[src/design/htfd_pkg.sv]
// htfd_pkg: shared types, constants and the crc-8 step function for the
// humidity and temperature frame decoder; depends on nothing
`default_nettype none

package htfd_pkg;

  // frame layout
  localparam int unsigned DATA_BYTES = 6;
  localparam int unsigned POS_W      = 3;
  localparam int unsigned CODE_W     = 20;
  localparam int unsigned FRAC_BITS  = 20;

  // byte positions inside a frame
  localparam logic [POS_W-1:0] POS_STATUS  = 3'd0;
  localparam logic [POS_W-1:0] POS_HUM_HI  = 3'd1;
  localparam logic [POS_W-1:0] POS_HUM_MID = 3'd2;
  localparam logic [POS_W-1:0] POS_SPLIT   = 3'd3;
  localparam logic [POS_W-1:0] POS_TEMP_MID = 3'd4;
  localparam logic [POS_W-1:0] POS_CRC     = 3'd6;

  // crc-8, msb first, no final xor
  localparam logic [7:0] CRC_INIT = 8'hFF;
  localparam logic [7:0] CRC_POLY = 8'h31;

  // fixed-point scaling
  localparam int unsigned HUM_CENTI_W  = 14;
  localparam int unsigned TEMP_CENTI_W = 15;
  localparam int unsigned HUM_PROD_W   = CODE_W + HUM_CENTI_W;
  localparam int unsigned TEMP_PROD_W  = CODE_W + TEMP_CENTI_W;
  localparam logic [HUM_CENTI_W-1:0]  HUM_SCALE   = 14'd10000;
  localparam logic [TEMP_CENTI_W-1:0] TEMP_SCALE  = 15'd20000;
  localparam logic [TEMP_CENTI_W:0]   TEMP_OFFSET = 16'd5000;

  // queue between front and back
  localparam int unsigned QDEPTH = 2;
  localparam int unsigned QADDR_W = $clog2(QDEPTH);

  // one decoded frame as handed from front to back
  typedef struct packed {
    logic [7:0]        status;
    logic [CODE_W-1:0] hum_code;
    logic [CODE_W-1:0] temp_code;
    logic              crc_ok;
  } frame_t;

  // queue status seen by its producer and consumer
  typedef struct packed {
    logic full;
    logic empty;
  } queue_status_t;

  function automatic logic [7:0] crc8_byte(logic [7:0] crc, logic [7:0] b);
    logic [7:0] c;
    c = crc ^ b;
    for (int k = 0; k < 8; k++) begin
      c = c[7] ? ((c << 1) ^ CRC_POLY) : (c << 1);
    end
    return c;
  endfunction

endpackage

`default_nettype wire

[src/design/humidity_temp_frame_decoder.sv]
// humidity_temp_frame_decoder: top level of the sensor frame decoder
// instantiates htfd_front, htfd_queue and htfd_back; uses htfd_pkg
//
// Takes one received byte per transfer on the input channel (status byte,
// five data bytes, crc byte; frame_start_i marks a status byte and drops any
// partial frame) and gives one result transfer per crc byte. The front
// accepts one byte every cycle unless the queue is full, running the crc-8
// (poly 0x31, init 0xff) one byte per cycle and packing the two 20-bit codes.
// On the crc byte it pushes a frame record into a two-entry queue; the back
// side multiplies the codes by the fixed scale factors in one stage and
// shifts and offsets them in the output register.
// The input stalls only while the queue is full, i.e. while results back up
// behind a stalled output.
`default_nettype none

module humidity_temp_frame_decoder (
  input  wire                                       clk_i,
  input  wire                                       rst_ni,
  // byte input channel
  input  wire                                       in_valid_i,
  output logic                                      in_stall_o,
  input  wire  [7:0]                                data_byte_i,
  input  wire                                       frame_start_i,
  // result output channel
  output logic                                      out_valid_o,
  input  wire                                       out_stall_i,
  output logic [7:0]                                status_byte_o,
  output logic [htfd_pkg::CODE_W-1:0]               humidity_code_o,
  output logic [htfd_pkg::CODE_W-1:0]               temperature_code_o,
  output logic [htfd_pkg::HUM_CENTI_W-1:0]          humidity_centi_o,
  output logic signed [htfd_pkg::TEMP_CENTI_W-1:0]  temperature_centi_o,
  output logic                                      crc_ok_o
);
  import htfd_pkg::*;

  // front to queue
  logic          push;
  frame_t        push_data;
  // queue to back
  logic          pop;
  frame_t        head;
  queue_status_t q_status;

  // byte intake, crc and code assembly
  htfd_front u_front (
    .clk_i         (clk_i),
    .rst_ni        (rst_ni),
    .in_valid_i    (in_valid_i),
    .in_stall_o    (in_stall_o),
    .data_byte_i   (data_byte_i),
    .frame_start_i (frame_start_i),
    .q_status_i    (q_status),
    .push_o        (push),
    .push_data_o   (push_data)
  );

  // decouples byte intake from result delivery
  htfd_queue u_queue (
    .clk_i       (clk_i),
    .rst_ni      (rst_ni),
    .push_i      (push),
    .push_data_i (push_data),
    .pop_i       (pop),
    .head_o      (head),
    .status_o    (q_status)
  );

  // scaling pipeline and output register
  htfd_back u_back (
    .clk_i               (clk_i),
    .rst_ni              (rst_ni),
    .head_i              (head),
    .q_status_i          (q_status),
    .pop_o               (pop),
    .out_valid_o         (out_valid_o),
    .out_stall_i         (out_stall_i),
    .status_byte_o       (status_byte_o),
    .humidity_code_o     (humidity_code_o),
    .temperature_code_o  (temperature_code_o),
    .humidity_centi_o    (humidity_centi_o),
    .temperature_centi_o (temperature_centi_o),
    .crc_ok_o            (crc_ok_o)
  );

endmodule

`default_nettype wire

[src/design/htfd_front.sv]
// htfd_front: takes frame bytes, tracks position, runs the crc and builds the
// raw codes; pushes one frame record per crc byte; uses htfd_pkg
`default_nettype none

module htfd_front (
  input  wire                   clk_i,
  input  wire                   rst_ni,
  input  wire                   in_valid_i,
  output logic                  in_stall_o,
  input  wire  [7:0]            data_byte_i,
  input  wire                   frame_start_i,
  input  htfd_pkg::queue_status_t q_status_i,
  output logic                  push_o,
  output htfd_pkg::frame_t      push_data_o
);
  import htfd_pkg::*;

  logic [POS_W-1:0]  pos_q, pos_d, pos_eff;
  logic [7:0]        crc_q, crc_d, crc_eff, crc_next;
  logic [7:0]        status_q, status_d;
  logic [CODE_W-1:0] hum_q, hum_d;
  logic [CODE_W-1:0] temp_q, temp_d;
  logic              accept;
  logic              is_data;

  // a full queue holds off every byte
  assign in_stall_o = q_status_i.full;
  assign accept     = in_valid_i & ~in_stall_o;

  assign pos_eff  = frame_start_i ? POS_STATUS : pos_q;
  assign crc_eff  = frame_start_i ? CRC_INIT : crc_q;
  assign is_data  = (pos_eff < POS_W'(DATA_BYTES));
  assign crc_next = crc8_byte(crc_eff, data_byte_i);

  always_comb begin
    pos_d    = pos_q;
    crc_d    = crc_q;
    status_d = status_q;
    hum_d    = hum_q;
    temp_d   = temp_q;
    if (accept) begin
      if (is_data) begin
        crc_d = crc_next;
        pos_d = pos_eff + POS_W'(1);
        unique case (pos_eff)
          POS_STATUS:   status_d = data_byte_i;
          POS_HUM_HI:   hum_d = {data_byte_i, 12'd0};
          POS_HUM_MID:  hum_d = hum_q | {8'd0, data_byte_i, 4'd0};
          POS_SPLIT: begin
            hum_d  = hum_q | {16'd0, data_byte_i[7:4]};
            temp_d = {data_byte_i[3:0], 16'd0};
          end
          POS_TEMP_MID: temp_d = temp_q | {4'd0, data_byte_i, 8'd0};
          default:      temp_d = temp_q | {12'd0, data_byte_i};
        endcase
      end else begin
        // crc byte closes the frame
        pos_d = POS_STATUS;
        crc_d = CRC_INIT;
      end
    end
  end

  assign push_o                = accept & ~is_data;
  assign push_data_o.status    = status_q;
  assign push_data_o.hum_code  = hum_q;
  assign push_data_o.temp_code = temp_q;
  assign push_data_o.crc_ok    = (crc_eff == data_byte_i);

  always_ff @(posedge clk_i or negedge rst_ni) begin
    if (!rst_ni) begin
      pos_q    <= POS_STATUS;
      crc_q    <= CRC_INIT;
      status_q <= '0;
      hum_q    <= '0;
      temp_q   <= '0;
    end else begin
      pos_q    <= pos_d;
      crc_q    <= crc_d;
      status_q <= status_d;
      hum_q    <= hum_d;
      temp_q   <= temp_d;
    end
  end

endmodule

`default_nettype wire

[src/design/htfd_queue.sv]
// htfd_queue: short register queue of frame records between front and back
// uses htfd_pkg
`default_nettype none

module htfd_queue (
  input  wire                    clk_i,
  input  wire                    rst_ni,
  input  wire                    push_i,
  input  htfd_pkg::frame_t       push_data_i,
  input  wire                    pop_i,
  output htfd_pkg::frame_t       head_o,
  output htfd_pkg::queue_status_t status_o
);
  import htfd_pkg::*;

  frame_t             entry_q [QDEPTH];
  logic [QADDR_W-1:0] wr_ptr_q, rd_ptr_q;
  logic [QADDR_W:0]   count_q, count_d;
  logic               do_push, do_pop;

  assign status_o.full  = (count_q == (QADDR_W+1)'(QDEPTH));
  assign status_o.empty = (count_q == '0);
  assign do_push = push_i & ~status_o.full;
  assign do_pop  = pop_i & ~status_o.empty;
  assign head_o  = entry_q[rd_ptr_q];

  always_comb begin
    count_d = count_q;
    if (do_push & ~do_pop) count_d = count_q + (QADDR_W+1)'(1);
    if (do_pop & ~do_push) count_d = count_q - (QADDR_W+1)'(1);
  end

  always_ff @(posedge clk_i) begin
    if (do_push) entry_q[wr_ptr_q] <= push_data_i;
  end

  always_ff @(posedge clk_i or negedge rst_ni) begin
    if (!rst_ni) begin
      wr_ptr_q <= '0;
      rd_ptr_q <= '0;
      count_q  <= '0;
    end else begin
      if (do_push) wr_ptr_q <= wr_ptr_q + QADDR_W'(1);
      if (do_pop)  rd_ptr_q <= rd_ptr_q + QADDR_W'(1);
      count_q <= count_d;
    end
  end

endmodule

`default_nettype wire

[src/design/htfd_back.sv]
// htfd_back: pops frame records, scales the codes in a two-stage pipeline and
// holds the result in the output register; uses htfd_pkg
`default_nettype none

module htfd_back (
  input  wire                             clk_i,
  input  wire                             rst_ni,
  input  htfd_pkg::frame_t                head_i,
  input  htfd_pkg::queue_status_t         q_status_i,
  output logic                            pop_o,
  output logic                            out_valid_o,
  input  wire                             out_stall_i,
  output logic [7:0]                      status_byte_o,
  output logic [htfd_pkg::CODE_W-1:0]     humidity_code_o,
  output logic [htfd_pkg::CODE_W-1:0]     temperature_code_o,
  output logic [htfd_pkg::HUM_CENTI_W-1:0] humidity_centi_o,
  output logic signed [htfd_pkg::TEMP_CENTI_W-1:0] temperature_centi_o,
  output logic                            crc_ok_o
);
  import htfd_pkg::*;

  // multiply stage
  logic                   s1_valid_q;
  frame_t                 s1_frame_q;
  logic [HUM_PROD_W-1:0]  s1_hum_prod_q;
  logic [TEMP_PROD_W-1:0] s1_temp_prod_q;

  // output stage
  logic                    out_valid_q;
  frame_t                  out_frame_q;
  logic [HUM_CENTI_W-1:0]  out_hum_q;
  logic [TEMP_CENTI_W-1:0] out_temp_q;

  logic                  out_ready, s1_ready;
  logic [TEMP_CENTI_W:0] temp_diff;

  assign out_ready = ~out_valid_q | ~out_stall_i;
  assign s1_ready  = ~s1_valid_q | out_ready;
  assign pop_o     = ~q_status_i.empty & s1_ready;

  assign temp_diff = {1'b0, s1_temp_prod_q[TEMP_PROD_W-1 -: TEMP_CENTI_W]} - TEMP_OFFSET;

  always_ff @(posedge clk_i or negedge rst_ni) begin
    if (!rst_ni) begin
      s1_valid_q  <= 1'b0;
      out_valid_q <= 1'b0;
    end else begin
      if (s1_ready) s1_valid_q <= pop_o;
      if (out_ready) out_valid_q <= s1_valid_q;
    end
  end

  always_ff @(posedge clk_i) begin
    if (pop_o) begin
      s1_frame_q     <= head_i;
      s1_hum_prod_q  <= HUM_PROD_W'(head_i.hum_code) * HUM_PROD_W'(HUM_SCALE);
      s1_temp_prod_q <= TEMP_PROD_W'(head_i.temp_code) * TEMP_PROD_W'(TEMP_SCALE);
    end
    if (out_ready & s1_valid_q) begin
      out_frame_q <= s1_frame_q;
      out_hum_q   <= s1_hum_prod_q[HUM_PROD_W-1 -: HUM_CENTI_W];
      out_temp_q  <= temp_diff[TEMP_CENTI_W-1:0];
    end
  end

  assign out_valid_o         = out_valid_q;
  assign status_byte_o       = out_frame_q.status;
  assign humidity_code_o     = out_frame_q.hum_code;
  assign temperature_code_o  = out_frame_q.temp_code;
  assign humidity_centi_o    = out_hum_q;
  assign temperature_centi_o = out_temp_q;
  assign crc_ok_o            = out_frame_q.crc_ok;

endmodule

`default_nettype wire

[config.mk]
export PLATFORM = sky130hd
export DESIGN_NAME = humidity_temp_frame_decoder
export DESIGN_NICKNAME = d
export VERILOG_FILES = /design/src/design/htfd_pkg.sv /design/src/design/humidity_temp_frame_decoder.sv /design/src/design/htfd_front.sv /design/src/design/htfd_queue.sv /design/src/design/htfd_back.sv
export SDC_FILE = /design/constraint.sdc
export NUM_CORES = 1
export LEC_CHECK = 0
export ABC_AREA = 1
export BUFFER_PORTS_ARGS = -buffer_cell sky130_fd_sc_hd__buf_2
export CAP_MARGIN = 30
export CORE_UTILIZATION = 40
export CTS_CLUSTER_DIAMETER = 200
export CTS_CLUSTER_SIZE = 40
export DETAILED_ROUTE_END_ITERATION = 8
export GPL_TIMING_DRIVEN = 0
export PLACE_DENSITY_LB_ADDON = 0.15
export RECOVER_POWER = 25
export SETUP_SLACK_MARGIN = 0.05
export SYNTH_ARGS = -nofsm -noshare
export SYNTH_HDL_FRONTEND = slang
export SYNTH_SLANG_ARGS = --single-unit
[constraint.sdc]
create_clock -name clk_i -period 6.5 [get_ports clk_i]
set_input_delay 0.65 -clock clk_i [delete_from_list [all_inputs] [get_ports clk_i]]
set_output_delay 0.65 -clock clk_i [all_outputs]
set_load 0.05 [all_outputs]
==> metrics.md, run 1 <==
| Metric | Value |
|---|---|
| Avg Cell Area, Syn | `11.0 um^2` |
| Number of diodes | `0` |
| Period minus WS final | `6020 ps` |
| Peak Freq | `166 MHz` |
| CTS tree | `built` |
| Starting Density | `0.406` |
| Share of layout cells above drive strength 1 | `0.104` |
| Setup-failing EPs final | `0` |
| Synthesis-to-finish area growth | `9.26%` |
| Slowest CP cell | `fa_1` |
| Yosys reg bits | `319` |
| CP required | `6800 ps` |
| Setup crit start | `u_queue.rd_ptr_q` |
| IO Pins | `93` |
| Max-cap violations | `1` |
| H-tree depth | `1` |
| Core area | `0.0443 mm^2` |
| CP cell instances | `inv_1 -> clkbuf_1 -> clkbuf_2 -> or2_2 -> o21ai_0 -> inv_1 -> fa_1 -> ha_1 -> fa_1 -> ha_1 -> inv_1 -> fa_1 -> inv_1 -> ha_1 -> a21oi_1 -> o21bai_1 -> a21oi_1 -> nor2_1 -> nor3_1 -> nand2_1 -> nand2_1 -> nand2_1` |
| DR WL met2 | `16100 um` |
| Crit path largest cell delay | `490 ps` |
| PortBufs | `92` |
| Final ANT Viol Nets | `0` |
| Clk_skew | `30.5 ps` |
| Syn Nets | `1915` |
| Min-delay worst type | `in -> reg` |
| Most used cell, CP | `inv_1` |
| Seq/Total Area, Yosys | `0.514` |
| Drt pass-1 iters | `5` |
| Fin crit share | `0.927` |
| Adder-Cell Fraction of Synth Area | `0.215` |
| Status | `complete, but fails checks` |
| Post-Synth XOR/XNOR Area | `0.0233` |
| Main combinational cell family by area after synthesis | `adder cells` |
| Full die area | `0.0459 mm^2` |
| Vias per inst | `4.70` |
| Cell row count | `77` |
| DP Worst Slack | `-42.2 ps` |
| Top Layer Used | `met4` |
| Largest net degree at the start of global routing | `66` |
| Startpoint of the most critical hold path | `out_stall_i` |
| First-pass GRT wire length | `59600 um` |
| GRT overflow | `0` |
| Critical Path AT | `6320 ps` |
| Max-slew violations | `66` |
| Post-Synthesis Cells | `1643` |
| Cell Area, Synth | `0.0180 mm^2` |
| Setup TNS | `0 ps` |
| Kind of critical path | `reg -> reg` |
| Met3 routed WL | `1170 um` |
| CP bufs+invs | `6` |
| Warnings, synthesis | `0` |
| Met1 Wirelength | `18400 um` |
| CTS root buf | `clkbuf_16` |
| Actual slew at the worst max-slew pin | `3630 ps` |
| Num CTS Buffers | `11` |
| GRT Overall Usage | `0.162` |
| Drc violations | `0` |
| Worst slew margin | `-1.42` |
| Vias in the first global route | `11000` |
| Clk_lat worst skew | `520 ps` |
| Startpoint Class | `flip-flop` |
| Routability cong. | `0.820` |
| Reg2Reg Setup Slack | `480 ps` |
| Die Height | `214 um` |
| Critical path peak fanout | `10` |
| Final wirelength | `36200 um` |
| Clock Sink Count | `319` |
| DRT iter0 DRCs | `587` |
| Post-Synth Simple-Gate Area | `0.126` |
| Fin area | `0.0197 mm^2` |
| Setup WS post-layout | `478 ps` |
| Mux share of post-synthesis cell area | `0` |
| Clk pin slew, worst setup/hold paths | `150 ps` |
| Violated checks | `capacitance limit, slew limit` |
| Final Hold Viols | `0` |
| HPWL after detailed placement | `28100 um` |
| Final nets | `2029` |
| Distinct cell type count after synthesis | `43` |
| Clock buffer depth | `3` |
| R2r startpoint | `u_queue.rd_ptr_q` |
| CP Capture Type | `flip-flop` |
| Synth Area in Compound Gates | `0.0598` |
| RSZ-0062 raised after global routing | `yes` |
| Area after DPL | `0.0194 mm^2` |
| Crit-path leading delay family | `adder cells` |
| Initial antenna violation count | `0` |
| Die X | `214 um` |
| Post-DR wirelength/cell | `15.4 um` |
| Via count | `11100` |
-- worst min-delay path, cell delays in order --
cell and delay, ps:
buf_2 80, nand2_1 50, nand2_1 60
-- per-stage QoR --
step / cells / hold WS, ps / utilization
2_1_floorplan: 1643 / 354 / -
3_3_place_gp: 2327 / 400 / 0.433
3_5_place_dp: 2335 / 405 / 0.437
4_1_cts: 2352 / 256 / 0.444
5_1_grt: 2353 / 364 / 0.444
6_report: 2353 / 364 / 0.444
-- cells in the final DEF (no fill, tap or decap), types with 8 or more instances in the layout --
| master | netlist | routed |
|---|---|---|
| ha_1 | 176 | 176 |
| nor3_1 | 20 | 20 |
| fa_1 | 83 | 83 |
| a21o_1 | 13 | 13 |
| or2_2 | 23 | 23 |
| a21oi_1 | 81 | 81 |
| xor2_1 | 37 | 37 |
| dfstp_2 | 8 | 8 |
| xnor2_1 | 9 | 9 |
| clkbuf_16 | 0 | 11 |
| buf_2 | 3 | 95 |
| o21ai_0 | 64 | 63 |
| clkbuf_1 | 11 | 14 |
| nor2_1 | 79 | 76 |
| o21ai_2 | 9 | 9 |
| nand3_1 | 47 | 47 |
| edfxtp_1 | 254 | 254 |
| dfrtp_1 | 57 | 57 |
| inv_1 | 269 | 268 |
| nand2_1 | 347 | 346 |
-- logic make-up after synthesis --
logic type / Yosys count
and+or+nand+nor: 536
DFF: 319
buffers and inverters: 290
adders and majority gates: 259
AOI/OAI and AO/OA: 192
xor gates and xnor gates: 47
-- synth_stat cells --
cell type,number,area share
a21boi_0,4,0.0017
a21o_1,13,0.0054
a21oi_1,81,0.023
a22oi_1,1,0.00042
a31oi_1,5,0.0017
buf_2,3,0.00083
buf_4,1,0.00042
buf_6,1,0.00063
clkbuf_1,11,0.0023
dfrtp_1,57,0.079
dfstp_2,8,0.012
edfxtp_1,254,0.42
fa_1,83,0.092
ha_1,176,0.12
inv_1,269,0.056
inv_2,4,0.00083
inv_4,1,0.00035
nand2_1,347,0.072
nand2_2,3,0.0010
nand2_4,1,0.00063
nand3_1,47,0.013
nand3b_1,1,0.00042
nand4_1,3,0.0010
nor2_1,79,0.016
nor2_2,4,0.0014
nor2_8,1,0.0011
nor3_1,20,0.0056
nor3_4,1,0.00090
nor3b_4,1,0.0010
nor4_1,3,0.0010
nor4_4,2,0.0024
o21a_1,3,0.0013
o21ai_0,64,0.018
o21ai_1,1,0.00028
o21ai_2,9,0.0044
o21bai_1,4,0.0017
o221ai_1,1,0.00049
o22ai_1,4,0.0014
o31ai_1,2,0.00083
or2_2,23,0.0080
xnor2_1,9,0.0044
xor2_1,37,0.018
xor2_2,1,0.00090
-- state kept, by name, summed over array words and instances (netlist names), 2 cells and up --
| signal | count |
|---|---|
| u_front.hum_q | 20 |
| u_queue.count_q | 2 |
| u_back.temperature_code_o | 20 |
| u_front.pos_q | 3 |
| u_queue.entry_q | 98 |
| u_back.temperature_centi_o | 15 |
| u_back.s1_hum_prod_q | 14 |
| u_front.status_q | 8 |
| u_front.temp_q | 20 |
| u_back.status_byte_o | 8 |
| u_back.s1_frame_q | 49 |
| u_back.humidity_centi_o | 14 |
| u_front.crc_q | 8 |
| u_back.s1_temp_prod_q | 15 |
| u_back.humidity_code_o | 20 |
-- routing by layer --
metal,vias to the layer above,GRT usage
met3,18,0.0163
met4,0,0.0252
met1,5256,0.244
li1,5633,-
met5,-,0
met2,150,0.257
-- cell type report --
| cell class | instances | area (um^2) |
|---|---|---|
| flip-flops and latches | 319 | 9260 |
| multi-input cells | 1034 | 7660 |
| inverters | 274 | 1030 |
| plain buffers | 15 | 75.1 |
| well taps | 592 | 741 |
| fillers | 4234 | 24600 |
| repair buffers | 102 | 602 |
| clock buffers | 17 | 298 |
-- worst paths after layout --
check | cells past startpoint | to
hold reg to reg | 0 | u_back.humidity_code_o[7]
max in group asynchronous | 1 | u_front.pos_q[0]
setup reg to reg | 22 | u_back.s1_hum_prod_q[33]
hold / removal | 3 | u_back.out_valid_o
min in group asynchronous | 1 | u_back.out_valid_o
setup / recovery | 22 | u_back.s1_hum_prod_q[33]
-- repair_timing --
action | CTS | global route
buffers inserted | 0 | 0
hold buffers | 0 | 0
endpoints found under the hold margin | 0 | 0
gates cloned | 0 | 0
resized for setup | 1 | 5
setup endpoints to repair | 6 | 22
Power of run 1 is left out: the tool's default activity adds up to more than one toggle a clock period on the data nets, which glitch-free logic cannot reach.
==> inputs of run 2 (changes only) <==
--- a/config.mk
+++ b/config.mk
@@ -7,7 +7,6 @@
 export LEC_CHECK = 0
 export ABC_AREA = 1
 export BUFFER_PORTS_ARGS = -buffer_cell sky130_fd_sc_hd__buf_2
-export CAP_MARGIN = 30
 export CORE_UTILIZATION = 40
 export CTS_CLUSTER_DIAMETER = 200
 export CTS_CLUSTER_SIZE = 40
@@ -18,4 +17,5 @@
 export SETUP_SLACK_MARGIN = 0.05
 export SYNTH_ARGS = -nofsm -noshare
 export SYNTH_HDL_FRONTEND = slang
+export SYNTH_HIERARCHICAL = 1
 export SYNTH_SLANG_ARGS = --single-unit
==> run 2 against run 1 <==
  * The flow still finishes with violations (capacitance limit, slew limit)
  * Via count grew 6.8%
  * Hold slack worse by 11 ps
  * Maximum frequency is 19% higher
  * Final area increased by 3.6%
  * Clock skew is 1.9 ps lower
  * Synthesized cell count is 12% higher
  * Largest cell class unchanged
==> metrics.md, run 2 <==
| Metric | Value |
|---|---|
| Status | `complete, but fails checks (unchanged)` |
| Violated checks | `capacitance limit, slew limit (unchanged)` |
| R2r startpoint | `u_queue/rd_ptr_q (was u_queue.rd_ptr_q)` |
| Final wirelength | `37600 um (was 36200 um)` |
| EDFF count, synth | `254 (unchanged)` |
| CP Capture Type | `flip-flop (unchanged)` |
| Largest regs | `u_queue/entry_q (98), u_back/s1_frame_q (49) (was u_queue.entry_q (98), u_back.s1_frame_q (49))` |
| Period minus WS final | `5070 ps (was 6020 ps)` |
| Setup-failing EPs final | `0 (unchanged)` |
| Cell row count | `78 (was 77)` |
| Synthesis-to-finish area growth | `8.71% (was 9.26%)` |
| Most common cell after layout, fill and taps aside | `nand2_1 (unchanged)` |
| Avg Cell Area, Syn | `10.2 um^2 (was 11.0 um^2)` |
| Min-delay worst type | `in -> reg (unchanged)` |
| HPWL after detailed placement | `29100 um (was 28100 um)` |
| Cell taking the most area after synthesis | `edfxtp_1 (unchanged)` |
| Kind of critical path | `reg -> reg (unchanged)` |
| Hold buffers post-CTS | `0 (unchanged)` |
| Number of diodes | `0 (unchanged)` |
| Post-Synthesis Cells | `1833 (was 1643)` |
| Clock buffer depth | `3 (unchanged)` |
| Fin crit share | `0.780 (was 0.927)` |
| Cell Area, Synth | `0.0188 mm^2 (was 0.0180 mm^2)` |
| Yosys reg bits | `319 (unchanged)` |
| GRT overflow | `0 (unchanged)` |
| Clock Sink Count | `319 (unchanged)` |
| Setup crit end | `u_back/s1_hum_prod_q[33] (was u_back.s1_hum_prod_q[33])` |
| IO Pins | `93 (unchanged)` |
| Share of the synthesized area in the top cell type | `0.407 (was 0.424)` |
| Reg2Reg Setup Slack | `1430 ps (was 480 ps)` |
| Syn Nets | `2101 (was 1915)` |
| Cts repair resizes | `0 (was 1)` |
| Max reg flops | `98 (unchanged)` |
| First-pass GRT wire length | `61100 um (was 59600 um)` |
| Post-CTS setup buffers | `0 (unchanged)` |
| RSZ-0062 raised after global routing | `no (was yes)` |
| Actual slew at the worst max-slew pin | `3600 ps (was 3630 ps)` |
| Clk pin slew, worst setup/hold paths | `150 ps (about the same)` |
| GRT Overall Usage | `0.163 (was 0.162)` |
| H-tree depth | `1 (unchanged)` |
| CTS root buf | `clkbuf_16 (unchanged)` |
| Final Hold Viols | `0 (unchanged)` |
| Vias per inst | `4.64 (was 4.70)` |
| Clk_lat worst skew | `520 ps (about the same)` |
| Die X | `219 um (was 214 um)` |
| PortBufs | `92 (unchanged)` |
| Warnings, synthesis | `6 (was 0)` |
| Drc violations | `0 (unchanged)` |
| Largest net degree at the start of global routing | `66 (unchanged)` |
| Setup crit start | `u_queue/rd_ptr_q (was u_queue.rd_ptr_q)` |
| Max-slew violations | `66 (unchanged)` |
| Final nets | `2211 (was 2029)` |
| Post-DR wirelength/cell | `14.8 um (was 15.4 um)` |
| Placed Cells | `2530 (was 2335)` |
| Finished Core Util | `0.445 (was 0.444)` |
| CP required | `6790 ps (was 6800 ps)` |
| Commonest non-fill, non-tap cells in the layout | `471 x nand2_1, 363 x inv_1, 254 x edfxtp_1, 163 x ha_1, 97 x buf_2 (was 346 x nand2_1, 268 x inv_1, 254 x edfxtp_1, 176 x ha_1, 95 x buf_2)` |
| Via count | `11800 (was 11100)` |
| Reg2reg end | `u_back/s1_hum_prod_q[33] (was u_back.s1_hum_prod_q[33])` |
| Initial antenna violation count | `0 (unchanged)` |
| Startpoint Class | `flip-flop (unchanged)` |
| Top cells by count, synth | `471 x nand2_1, 365 x inv_1, 254 x edfxtp_1 (was 347 x nand2_1, 269 x inv_1, 254 x edfxtp_1)` |
| Reg2reg path depth | `22 (unchanged)` |
| Num CTS Buffers | `11 (unchanged)` |
| Core area | `0.0458 mm^2 (was 0.0443 mm^2)` |
| Drt pass-1 iters | `5 (unchanged)` |
| Main area contributors after synthesis | `edfxtp_1 41%, ha_1 11%, fa_1 9.8% (was edfxtp_1 42%, ha_1 12%, fa_1 9.2%)` |
| Worst slew margin | `-1.40 (was -1.42)` |
| Max-cap violations | `1 (unchanged)` |
| Largest register by flop count | `u_queue/entry_q (was u_queue.entry_q)` |
| Most frequent cell after synthesis | `nand2_1 (unchanged)` |
| Vias in the first global route | `11600 (was 11000)` |
| Distinct cell type count after synthesis | `49 (was 43)` |
| Die Height | `219 um (was 214 um)` |
| Final ANT Viol Nets | `0 (unchanged)` |
| Peak Freq | `197 MHz (was 166 MHz)` |
| Seq/Total Area, Yosys | `0.494 (was 0.514)` |
| Full die area | `0.0477 mm^2 (was 0.0459 mm^2)` |
| Routability cong. | `0.856 (was 0.820)` |
| Synth async-reset ratio | `0.204 (unchanged)` |
| Critical path peak fanout | `10 (unchanged)` |
| Cell Count, Final, Fillers Out | `2547 (was 2353)` |
| CTS tree | `built (unchanged)` |
| Share of layout cells above drive strength 1 | `0.113 (was 0.104)` |
| Main synth FF type | `edfxtp_1 (unchanged)` |
| Critical Path AT | `5360 ps (was 6320 ps)` |
| DRT iter0 DRCs | `600 (was 587)` |
| Clk_skew | `28.6 ps (was 30.5 ps)` |
| Starting Density | `0.410 (was 0.406)` |
## run 2: cell types whose count changed in the layout (fill, tap and decap cells not counted), moves of 12 or more
cell | before | now
nand2_1 | 346 | 471
nor2_1 | 76 | 92
nor3_1 | 20 | 8
nand2_2 | 4 | 20
or2_2 | 23 | 1
o21a_1 | 3 | 15
a21oi_1 | 81 | 53
ha_1 | 176 | 163
inv_1 | 268 | 363
o21ai_0 | 63 | 32
nand4_1 | 3 | 17
xor2_1 | 37 | 20
## run 2: worst min path at each step
stage / startpoint / end / slack (ps) / depth (start not counted)
after floorplan: rst_ni / u_back/out_valid_o / 350 / 0
after global placement: u_back/s1_temp_prod_q[21] / u_back/temperature_centi_o[1] / 400 / 0
after detailed placement: u_back/s1_frame_q[31] / u_back/humidity_code_o[10] / 400 / 0
after CTS: rst_ni / u_front/temp_q[0] / 260 / 1
after global routing: out_stall_i / u_back/out_valid_o / 330 / 3
final: out_stall_i / u_back/out_valid_o / 350 / 3
## run 2: final cells by class
type | instances | area (um^2)
plain buffers | 19 | 148
clock buffers | 17 | 298
fillers | 4353 | 25400
inverters | 382 | 1440
multi-input cells | 1113 | 7920
flip-flops and latches | 319 | 9260
well taps | 600 | 751
repair buffers | 97 | 567
## run 2: logic make-up after synthesis
kind of cell    count (synthesis)  share of synthesized area
flops                         319                      0.494
fa+ha+maj                     255                      0.207
simple gates                  682                      0.151
buf+inv                       401                     0.0847
xor+xnor                       28                     0.0143
compound gates                148                     0.0486
## run 2: through the flow
stage               setup TNS [ps]  cell area [um^2]  setup slack, ps  hold WS [ps]
finish                           0             20400             1430           353
global route                     0             20400             1060           330
CTS                              0             20400             1360           256
detailed placement               0             20100             1380           405
global placement            -15750             20000             -218           401
floorplan                        0             18800             1940           354
## run 2: critical path, cell delays in order (launching register included)
cell and delay, ps:
dfrtp_1 350, buf_4 150, buf_2 280, nand2_1 80
nand2_1 280, inv_1 190, fa_1 540, inv_1 40
ha_1 290, fa_1 480, ha_1 290, inv_1 50
fa_1 490, inv_1 40, ha_1 370, a21oi_1 270
nand2_1 140, nand2_1 90, nand2_1 100, a21oi_2 160
nand2_1 60, nand2_1 50, nand2_1 40
## run 2: layer usage
metal	up-vias	routed length [um]	track usage	part of all wire
li1	6028	-	-	-
met1	5617	19000	0.241	0.50
met2	148	17100	0.264	0.46
met3	15	1140	0.0159	0.030
met4	0	390	0.0217	0.010
met5	-	0	0	0
Power of run 2 is left out for the same reason.
